--- src/hw/rtl/assert_macros.svh ---
// Assertion helpers shared by the RTL. Synthesis builds define SYNTHESIS and
// get empty bodies.
`ifndef ASSERT_MACROS_SVH
`define ASSERT_MACROS_SVH

`ifndef SYNTHESIS

// Clocked property, disabled while reset is asserted (active low).
`define ASSERT_PROP(label, clk, rst_n, prop) \
    label: assert property (@(posedge clk) disable iff (!(rst_n)) (prop)) \
        else $error("assertion failed: label");

// Condition that must never be true at a clock edge outside reset.
`define ASSERT_NEVER(label, clk, rst_n, cond) \
    label: assert property (@(posedge clk) disable iff (!(rst_n)) !(cond)) \
        else $error("assertion failed: label");

`else

`define ASSERT_PROP(label, clk, rst_n, prop)
`define ASSERT_NEVER(label, clk, rst_n, cond)

`endif

`endif

--- src/hw/rtl/rqf_pkg.sv ---
`default_nettype none

package rqf_pkg;

    // Build-time limits
    localparam int MAX_READ_LEN = 65535;
    localparam bit CHECK_IUPAC  = 1'b1;

    // Field widths
    localparam int CNT_W   = 16;
    localparam int QOFF_W  = 7;
    localparam int SCORE_W = 9;
    localparam int SUM_W   = 25;
    localparam int PROD_W  = 24;

    // Length counter stops here (never above the 16-bit field)
    localparam logic [CNT_W-1:0] LEN_CAP =
        (MAX_READ_LEN < 65535) ? CNT_W'(MAX_READ_LEN) : 16'hFFFF;

    localparam logic signed [SCORE_W-1:0] MIN_SCORE_INIT = 9'sd255;
    localparam logic signed [SUM_W-1:0]   SUM_MAX = {1'b0, {(SUM_W-1){1'b1}}};
    localparam logic signed [SUM_W-1:0]   SUM_MIN = {1'b1, {(SUM_W-1){1'b0}}};
    localparam logic [6:0]                GC_SCALE = 7'd100;

    // Base characters
    localparam logic [7:0] CH_A_UP = 8'h41;
    localparam logic [7:0] CH_C_UP = 8'h43;
    localparam logic [7:0] CH_G_UP = 8'h47;
    localparam logic [7:0] CH_N_UP = 8'h4E;
    localparam logic [7:0] CH_T_UP = 8'h54;
    localparam logic [7:0] CH_A_LO = 8'h61;
    localparam logic [7:0] CH_C_LO = 8'h63;
    localparam logic [7:0] CH_G_LO = 8'h67;
    localparam logic [7:0] CH_N_LO = 8'h6E;
    localparam logic [7:0] CH_T_LO = 8'h74;

    // Configuration register indexes
    typedef enum logic [2:0] {
        CFG_QUAL_OFFSET    = 3'd0,
        CFG_MAX_N_COUNT    = 3'd1,
        CFG_MIN_BASE_QUAL  = 3'd2,
        CFG_MIN_MEAN_QUAL  = 3'd3,
        CFG_MIN_LENGTH     = 3'd4,
        CFG_MAX_LENGTH     = 3'd5,
        CFG_MIN_GC_PERCENT = 3'd6,
        CFG_MAX_GC_PERCENT = 3'd7
    } t_cfg_idx;

    // Fail mask bit positions
    localparam int FAIL_N_COUNT   = 0;
    localparam int FAIL_BASE_QUAL = 1;
    localparam int FAIL_MEAN_QUAL = 2;
    localparam int FAIL_MIN_LEN   = 3;
    localparam int FAIL_MAX_LEN   = 4;
    localparam int FAIL_MAX_GC    = 5;
    localparam int FAIL_MIN_GC    = 6;
    localparam int FAIL_IUPAC     = 7;

    typedef struct packed {
        logic is_n;
        logic is_gc;
        logic is_at;
    } t_base_class;

    function automatic t_base_class classify(input logic [7:0] ch);
        t_base_class c;
        c.is_n  = (ch == CH_N_UP) || (ch == CH_N_LO);
        c.is_gc = (ch == CH_G_UP) || (ch == CH_C_UP) || (ch == CH_G_LO) ||
                  (ch == CH_C_LO);
        c.is_at = (ch == CH_A_UP) || (ch == CH_T_UP) || (ch == CH_A_LO) ||
                  (ch == CH_T_LO);
        return c;
    endfunction

endpackage

`default_nettype wire

--- src/hw/rtl/read_quality_filter_unit.sv ---
// Read quality filter. One sequencing read streams in as one word per base
// (base character in tdata[7:0], quality character in tdata[15:8], tlast on
// the final base). The unit takes one base per clock unless stalled. For each read it emits
// exactly one result word. The word goes valid once the last base has passed
// through the snapshot register and then the result register.
// It carries the pass flag, the mask of failed filters and the length, N, G/C
// and lowest-score figures. Bases past 65535 are not counted (length, N, GC
// and score sum hold) but still feed the lowest score and the odd-base check.
// Input backpressure only appears when a final base sits in the input register
// while the snapshot register and a stalled result word both hold finished
// reads. Non-final bases ahead of it always flow. Configuration registers are
// written through the cfg channel (always ready) and should only change
// between reads.
`default_nettype none
`include "assert_macros.svh"

module read_quality_filter_unit (
    input  wire logic        i_clk,
    input  wire logic        i_rst_n,
    // Configuration write channel
    input  wire logic        i_cfg_valid,
    output logic             o_cfg_ready,
    input  wire logic [2:0]  i_cfg_index,
    input  wire logic [15:0] i_cfg_data,
    // Base stream in
    input  wire logic        s_axis_tvalid,
    output logic             s_axis_tready,
    input  wire logic [15:0] s_axis_tdata,   // [7:0] base_char, [15:8] qual_char
    input  wire logic        s_axis_tlast,
    // Read result out
    output logic             m_axis_tvalid,
    input  wire logic        m_axis_tready,
    // [0] passed, [8:1] fail_mask, [24:9] read_length, [40:25] n_total,
    // [56:41] gc_total, [65:57] lowest_score, [71:66] zero
    output logic [71:0]      m_axis_tdata
);

    localparam int CW = rqf_pkg::CNT_W;
    localparam int SW = rqf_pkg::SUM_W;
    localparam int QW = rqf_pkg::SCORE_W;
    localparam int PW = rqf_pkg::PROD_W;

    // ------------------------------------------------------------------
    // Configuration registers
    // ------------------------------------------------------------------
    logic [6:0]    r_qual_offset;
    logic [CW-1:0] r_max_n_count;
    logic [6:0]    r_min_base_qual;
    logic [6:0]    r_min_mean_qual;
    logic [CW-1:0] r_min_length;
    logic [CW-1:0] r_max_length;
    logic [6:0]    r_min_gc_percent;
    logic [6:0]    r_max_gc_percent;

    assign o_cfg_ready = 1'b1;

    always_ff @(posedge i_clk) begin
        if (!i_rst_n) begin
            r_qual_offset    <= 7'd33;
            r_max_n_count    <= 16'hFFFF;
            r_min_base_qual  <= 7'd0;
            r_min_mean_qual  <= 7'd0;
            r_min_length     <= 16'd0;
            r_max_length     <= 16'hFFFF;
            r_min_gc_percent <= 7'd0;
            r_max_gc_percent <= 7'd100;
        end else if (i_cfg_valid) begin
            unique case (rqf_pkg::t_cfg_idx'(i_cfg_index))
                rqf_pkg::CFG_QUAL_OFFSET:    r_qual_offset    <= i_cfg_data[6:0];
                rqf_pkg::CFG_MAX_N_COUNT:    r_max_n_count    <= i_cfg_data;
                rqf_pkg::CFG_MIN_BASE_QUAL:  r_min_base_qual  <= i_cfg_data[6:0];
                rqf_pkg::CFG_MIN_MEAN_QUAL:  r_min_mean_qual  <= i_cfg_data[6:0];
                rqf_pkg::CFG_MIN_LENGTH:     r_min_length     <= i_cfg_data;
                rqf_pkg::CFG_MAX_LENGTH:     r_max_length     <= i_cfg_data;
                rqf_pkg::CFG_MIN_GC_PERCENT: r_min_gc_percent <= i_cfg_data[6:0];
                rqf_pkg::CFG_MAX_GC_PERCENT: r_max_gc_percent <= i_cfg_data[6:0];
                default: ;
            endcase
        end
    end

    // ------------------------------------------------------------------
    // Pipeline handshake: input reg -> accumulate/snapshot -> result reg.
    // A non-final base always drains; a final base waits for the snapshot
    // register, which waits for the result register.
    // ------------------------------------------------------------------
    logic r_in_valid, r_in_last;
    logic [7:0] r_in_base, r_in_qual;
    logic r_fin_valid;
    logic r_out_valid;

    logic out_ready, fin_ready, s1_consume, s1_ready;

    assign out_ready  = !r_out_valid || m_axis_tready;
    assign fin_ready  = !r_fin_valid || out_ready;
    assign s1_consume = r_in_valid && (!r_in_last || fin_ready);
    assign s1_ready   = !r_in_valid || s1_consume;
    assign s_axis_tready = s1_ready;

    always_ff @(posedge i_clk) begin
        if (!i_rst_n) begin
            r_in_valid <= 1'b0;
        end else if (s1_ready) begin
            r_in_valid <= s_axis_tvalid;
        end
    end

    always_ff @(posedge i_clk) begin
        if (s1_ready && s_axis_tvalid) begin
            r_in_base <= s_axis_tdata[7:0];
            r_in_qual <= s_axis_tdata[15:8];
            r_in_last <= s_axis_tlast;
        end
    end

    // ------------------------------------------------------------------
    // Per-read accumulators
    // ------------------------------------------------------------------
    logic [CW-1:0]        r_base_count, r_n_count, r_gc_count;
    logic signed [SW-1:0] r_score_sum;
    logic signed [QW-1:0] r_min_score;
    logic                 r_odd_seen;

    logic [CW-1:0]        n_base_count, n_n_count, n_gc_count;
    logic signed [SW-1:0] n_score_sum;
    logic signed [QW-1:0] n_min_score;
    logic                 n_odd_seen;

    rqf_pkg::t_base_class cls;
    logic signed [QW-1:0] score;
    logic signed [SW:0]   sum_wide;

    always_comb begin
        cls   = rqf_pkg::classify(r_in_base);
        // qual 0..255 minus offset 0..127 always fits 9-bit signed
        score = $signed({1'b0, r_in_qual}) - $signed({2'b00, r_qual_offset});
        sum_wide = {r_score_sum[SW-1], r_score_sum} +
                   {{(SW+1-QW){score[QW-1]}}, score};

        n_min_score  = (score < r_min_score) ? score : r_min_score;
        n_odd_seen   = r_odd_seen || !(cls.is_n || cls.is_gc || cls.is_at);
        n_base_count = r_base_count;
        n_n_count    = r_n_count;
        n_gc_count   = r_gc_count;
        n_score_sum  = r_score_sum;
        if (r_base_count < rqf_pkg::LEN_CAP) begin
            n_base_count = r_base_count + CW'(1);
            n_n_count    = r_n_count + CW'(cls.is_n);
            n_gc_count   = r_gc_count + CW'(cls.is_gc);
            // saturate on signed overflow of the 25-bit sum
            if (sum_wide[SW] != sum_wide[SW-1]) begin
                n_score_sum = sum_wide[SW] ? rqf_pkg::SUM_MIN : rqf_pkg::SUM_MAX;
            end else begin
                n_score_sum = sum_wide[SW-1:0];
            end
        end
    end

    always_ff @(posedge i_clk) begin
        if (!i_rst_n) begin
            r_base_count <= '0;
            r_n_count    <= '0;
            r_gc_count   <= '0;
            r_score_sum  <= '0;
            r_min_score  <= rqf_pkg::MIN_SCORE_INIT;
            r_odd_seen   <= 1'b0;
        end else if (s1_consume) begin
            if (r_in_last) begin
                // read done: restart for the next one
                r_base_count <= '0;
                r_n_count    <= '0;
                r_gc_count   <= '0;
                r_score_sum  <= '0;
                r_min_score  <= rqf_pkg::MIN_SCORE_INIT;
                r_odd_seen   <= 1'b0;
            end else begin
                r_base_count <= n_base_count;
                r_n_count    <= n_n_count;
                r_gc_count   <= n_gc_count;
                r_score_sum  <= n_score_sum;
                r_min_score  <= n_min_score;
                r_odd_seen   <= n_odd_seen;
            end
        end
    end

    // ------------------------------------------------------------------
    // Snapshot of the finished read's totals
    // ------------------------------------------------------------------
    logic [CW-1:0]        r_fin_len, r_fin_n, r_fin_gc;
    logic signed [SW-1:0] r_fin_sum;
    logic signed [QW-1:0] r_fin_min;
    logic                 r_fin_odd;

    always_ff @(posedge i_clk) begin
        if (!i_rst_n) begin
            r_fin_valid <= 1'b0;
        end else if (fin_ready) begin
            r_fin_valid <= s1_consume && r_in_last;
        end
    end

    always_ff @(posedge i_clk) begin
        if (fin_ready && s1_consume && r_in_last) begin
            r_fin_len <= n_base_count;
            r_fin_n   <= n_n_count;
            r_fin_gc  <= n_gc_count;
            r_fin_sum <= n_score_sum;
            r_fin_min <= n_min_score;
            r_fin_odd <= n_odd_seen;
        end
    end

    // ------------------------------------------------------------------
    // Filter checks: mean and GC percent compared by cross-multiplying
    // ------------------------------------------------------------------
    logic [PW-1:0]  mean_floor, gc_hi_lim, gc_lo_lim, gc_scaled;
    logic [7:0]     fail_mask;

    always_comb begin
        // 7 x 16 bit products, at most 127 * 65535, fit in 24 bits
        mean_floor = PW'(r_min_mean_qual) * PW'(r_fin_len);
        gc_hi_lim  = PW'(r_max_gc_percent) * PW'(r_fin_len);
        gc_lo_lim  = PW'(r_min_gc_percent) * PW'(r_fin_len);
        gc_scaled  = PW'(rqf_pkg::GC_SCALE) * PW'(r_fin_gc);

        fail_mask = '0;
        fail_mask[rqf_pkg::FAIL_N_COUNT]   = r_fin_n > r_max_n_count;
        fail_mask[rqf_pkg::FAIL_BASE_QUAL] =
            $signed({r_fin_min[QW-1], r_fin_min}) < $signed({3'b000, r_min_base_qual});
        fail_mask[rqf_pkg::FAIL_MEAN_QUAL] =
            $signed({r_fin_sum[SW-1], r_fin_sum}) < $signed({2'b00, mean_floor});
        fail_mask[rqf_pkg::FAIL_MIN_LEN]   = r_fin_len < r_min_length;
        fail_mask[rqf_pkg::FAIL_MAX_LEN]   = r_fin_len > r_max_length;
        fail_mask[rqf_pkg::FAIL_MAX_GC]    = gc_hi_lim < gc_scaled;
        fail_mask[rqf_pkg::FAIL_MIN_GC]    = gc_lo_lim > gc_scaled;
        fail_mask[rqf_pkg::FAIL_IUPAC]     = rqf_pkg::CHECK_IUPAC && r_fin_odd;
    end

    // ------------------------------------------------------------------
    // Result register
    // ------------------------------------------------------------------
    logic                 r_out_passed;
    logic [7:0]           r_out_mask;
    logic [CW-1:0]        r_out_len, r_out_n, r_out_gc;
    logic signed [QW-1:0] r_out_min;

    always_ff @(posedge i_clk) begin
        if (!i_rst_n) begin
            r_out_valid <= 1'b0;
        end else if (out_ready) begin
            r_out_valid <= r_fin_valid;
        end
    end

    always_ff @(posedge i_clk) begin
        if (out_ready && r_fin_valid) begin
            r_out_passed <= (fail_mask == 8'd0);
            r_out_mask   <= fail_mask;
            r_out_len    <= r_fin_len;
            r_out_n      <= r_fin_n;
            r_out_gc     <= r_fin_gc;
            r_out_min    <= r_fin_min;
        end
    end

    assign m_axis_tvalid = r_out_valid;
    assign m_axis_tdata  = {6'd0, r_out_min, r_out_gc, r_out_n, r_out_len,
                            r_out_mask, r_out_passed};

    // ------------------------------------------------------------------
    // Checks
    // ------------------------------------------------------------------
    logic last_stuck, last_fire, acc_idle;

    assign last_stuck = r_in_valid && r_in_last && r_fin_valid && !out_ready;
    assign last_fire  = s1_consume && r_in_last;
    assign acc_idle   = (r_base_count == '0) && (r_min_score == rqf_pkg::MIN_SCORE_INIT);

    // a final base must not slip past a full snapshot stage
    `ASSERT_PROP(a_last_held, i_clk, i_rst_n, last_stuck |=> r_in_valid)
    // accumulators restart after each read
    `ASSERT_PROP(a_read_cleared, i_clk, i_rst_n, last_fire |=> acc_idle)
    // every reported read holds at least its last base
    `ASSERT_NEVER(a_empty_read, i_clk, i_rst_n, r_out_valid && r_out_len == '0)

endmodule

`default_nettype wire

--- config.mk ---
export PLATFORM = sky130hd
export DESIGN_NAME = read_quality_filter_unit
export DESIGN_NICKNAME = d
export VERILOG_FILES = /design/src/hw/rtl/rqf_pkg.sv /design/src/hw/rtl/read_quality_filter_unit.sv
export VERILOG_INCLUDE_DIRS = /design/src /design/src/hw/rtl
export SDC_FILE = /design/constraint.sdc
export NUM_CORES = 2
export LEC_CHECK = 0
export BUFFER_PORTS_ARGS = -buffer_cell sky130_fd_sc_hd__buf_2
export CAP_MARGIN = 40
export CORE_ASPECT_RATIO = 1.75
export CORE_MARGIN = 2
export CORE_UTILIZATION = 47
export CTS_BUF_LIST = sky130_fd_sc_hd__clkbuf_8 sky130_fd_sc_hd__clkbuf_16
export DETAILED_ROUTE_END_ITERATION = 8
export GPL_ROUTABILITY_DRIVEN = 0
export SYNTH_ARGS = -nofsm -noshare
export SYNTH_HDL_FRONTEND = slang
export SYNTH_SLANG_ARGS = --single-unit
--- constraint.sdc ---
create_clock -name i_clk -period 14.2 [get_ports i_clk]
set_clock_uncertainty 0.15 [all_clocks]
set_input_delay 1.42 -clock i_clk [delete_from_list [all_inputs] [get_ports i_clk]]
set_output_delay 1.42 -clock i_clk [all_outputs]
set_load 0.1 [all_outputs]
==> run summary <==
The register area share after synthesis is 28.40%, and the synthesized area is 0.02936 mm2. The tools report the final wirelength as 75240 um. The post-layout instance area was 0.03187 mm2; the via density per instance was 5.532. In this run the core area contains 121 standard-cell rows.

The flow ran to the end, and the final reports show no timing, DRC or antenna violations. Cells with a size suffix above 1 make up 7.714% of the layout. Total cell area at the placement stage: 0.03067 mm2. After legalization and detailed placement, the total HPWL measured 56660 um. Once detail routing completed, the nets flagged for antenna violations numbered 0. Summed over all instances, the cell type with the most area after synthesis is edfxtp_1. In this run the tightest slew margin relative to its limit is 37.41%. The number of antenna violations at the first check in global routing came out at 1.

Counting every sink on the clock net gives 334. The synthesized design contains 165 enable-type register cells. The maximum clock rate came out at 125.5 MHz. The tools report the cell leakage power as 15.46 nW.

The actual slew at the worst max-slew pin works out to 932.1 ps. Synthesis produced a netlist whose cell count is 3150. The width of the chip came out at 192.9 um. The first-pass iteration count of the detailed router was 5; the basic-gate share of the synthesized area counting and, or, nand and nor cells was 17.46%.

The total overflow left after global routing is 0. The number of H-tree levels came out at 2. Across the run, the number of max-cap violations was 0.

The longest clock path from root to sink contains 3 buffers. In the final routed layout, each cell accounts on average for 18.67 um. TritonCTS created 35 clock buffers. The kind of end point of the critical path is a flip-flop. The path class of the lowest-slack min-delay path is flip-flop to flip-flop. At the worst endpoint, the arrival time is 8200 ps. The synthesized netlist devotes 12.58% of its cell area to compound gates. Clock-pin slew was measured on the worst setup and hold paths at 70 ps. The final-report max-slew violation count was 0; the area of the die was 0.06456 mm2. The via count of the first global-routing pass was 23803. The post-synthesis share of cell area spent on xor and xnor gates was 3.878%.

Clock latency at the later pin of the worst-skew pair: 570 ps. For the global-route usage over all layers, the log shows 24.06%. The run gives 121100 um as the global-route wire length before repair. The top cell type by area accounts for 16.88% of the synthesized area. In the synthesized netlist the async set-or-reset flop fraction comes to 0%. The core region is 0.06207 mm2.

In this run the power density over the cells is 73.84 mW/mm2. TritonCTS built the clock tree. The area added between synthesis and finish is 8.549%, and the adder-cell share of the synthesized area is 29.32%. Final layout net count: 3798.

During synthesis, Yosys emitted a total of 0 warnings. The start-to-end type of the worst setup path is flip-flop to flip-flop. Entering global routing, the biggest net connects 71 pins. Counting I/O delays and the setup requirement, the final critical path takes 7965 ps. The tree is rooted in a clkbuf_16. Across the VDD grid, the largest voltage drop is 0.00009404 V. At the end of the flow the core is filled with cells to 51.34%.

The tools report the type of origin of the critical path as a flip-flop. The average cell area after synthesis was 9.321 um2; the number of buffers added for setup after CTS was 0. The number of I/O port buffers is 107, and the effective utilization at floorplan is 47.30%. Setup repair after global routing left no endpoint under its margin. The run gives 5878 as the number of inserted filler cells in the final layout. For the required time of the critical path, the log shows 14440 ps. The total of cells resized after clock tree synthesis was 0. In this run the worst path has a maximum fanout of 21. The number of storage elements in the synthesis netlist is 334, and the count of final setup violators is 0. Counting distinct cell types in the post-synthesis netlist gives 92. For this block, the initial DRC count from the detailed router was 1024.

After layout, the worst path uses 56.09% of the clock period. The die is 334.6 um tall. Yosys attributes the largest share of cell area to edfxtp_1 (17%), fa_1 (15%), ha_1 (14%). Pin placement for this block handled 116 I/O pins. Multiplexer cells account for 1.027% of the synthesized area. For this run, design rule violations remaining after detail routing come to 0. For this design, the CTS-stage hold fixing added 0 buffers. The routed layout has 22287 vias.

The final count of hold timing violations was 0. After synthesis, the largest family of logic cells by area is adder cells. The summed negative setup slack over all endpoints came out at 0 ps. The most used flip-flop cell after synthesis is dfxtp_1.
sequential cells by signal (all words and copies together), names as in the netlist, 8 cells and up:
name and cells:
r_score_sum 25, r_out_gc 16, r_min_length 16, r_fin_gc 16, r_min_score 9, r_fin_sum 25
r_fin_n 16, r_in_qual 8, r_max_length 16, r_max_n_count 16, r_out_len 16, r_n_count 16
r_out_min 9, r_out_n 16, r_fin_len 16, r_out_mask 8, r_gc_count 16, r_fin_min 9
r_base_count 16
synthesized netlist by cell type (35+ instances only):
cell type  instances
o211ai_1          46
ha_1             336
a21oi_1          108
fa_1             220
edfxtp_1         165
and2_1           242
inv_1            412
nand3_1           45
nor2_1           134
a21boi_0          35
o21ai_0           99
xnor2_1           80
nor2b_1           79
nor3_1            35
clkbuf_1         105
nand2_1          355
a21o_1            56
xor2_1            50
dfxtp_1          169
cells in the final DEF, fill, tap and decap left out, types with 80 or more instances in the layout:
cell and count:
edfxtp_1 165, a21oi_1 108, nor2_1 131, nand2_1 355, inv_1 417, and2_1 242
dfxtp_1 169, o21ai_0 99, buf_2 106, xnor2_1 80, fa_1 220, ha_1 336
final timing paths:
path | startpoint | endpoint | slack [ps] | cells after the start
max | r_fin_len[2] | r_out_passed | 6230 | 27
min | r_fin_n[4] | r_out_n[4] | 310 | 0
max reg2reg | r_fin_len[2] | r_out_passed | 6230 | 27
min reg2reg | r_fin_n[4] | r_out_n[4] | 310 | 0
cells by family (layout without fill, tap and decap cells):
group                      after synthesis  after routing
AOI/OAI and AO/OA                      548            548
other                                    2              9
DFF                                    334            334
and+or+nand+nor                       1006           1006
adders and majority gates              556            556
xor gates and xnor gates               130            130
muxes                                   29             29
buffers and inverters                  545            618
where the power goes:
part           internal, W  switching [W]  leakage [nW]  total (W)
Sequential         0.00104      0.0000216          3.05    0.00106
Combinational     0.000123       0.000214          11.8   0.000337
Clock             0.000541       0.000413         0.608   0.000954
routing by layer:
layer | global-route usage, % | vias to the layer above | wire length [um]
met1 | 25.55 | 11045 | 27800
met5 | 0 | - | 18
met4 | 12.40 | 2 | 3857
li1 | - | 10619 | -
met2 | 45.98 | 452 | 41360
met3 | 2.428 | 169 | 2202
critical path, stage by stage (launching register included):
cell and delay [ps]:
edfxtp_1 460, buf_4 400, nand2_1 120, fa_1 500, fa_1 550, inv_1 60
fa_1 540, inv_1 60, fa_1 540, inv_1 40, ha_1 350, and3_1 210
a211o_1 330, nand2_1 110, a41oi_1 170, o41ai_2 420, o2111ai_1 200, a21oi_1 200
xnor2_1 90, ha_1 300, nand4_1 100, or2_0 260, or4_4 490, nor3b_1 150
a21oi_1 120, nand2_1 150, or4b_1 570, nor4_2 140
final cells by class:
| type | count | area, um2 | share of cell area [%] |
|---|---|---|---|
| multi-input combinational | 2276 | 18920 | 59.37 |
| sequential | 334 | 8338 | 26.16 |
| inverter | 412 | 1548 | 4.856 |
| tap | 799 | 999.7 | 3.137 |
| clock buffer | 39 | 942.2 | 2.956 |
| timing repair buffer | 142 | 863.3 | 2.709 |
| clock inverter | 25 | 254.0 | 0.7970 |
| antenna | 2 | 5.005 | 0.01570 |
per-stage QoR:
stage	cells	hold WS, ps	power [W]	setup slack, ps
detailed placement	3963	298.8	0.001420	6313
finish	4029	306.1	0.002353	6235
CTS	4027	313.0	0.002380	6278
floorplan	3155	266.8	0.001322	6874
global route	4027	318.1	0.002453	5861
global placement	3955	296.9	0.001408	6388
No activity file was read; power rests on OpenSTA's default activity.
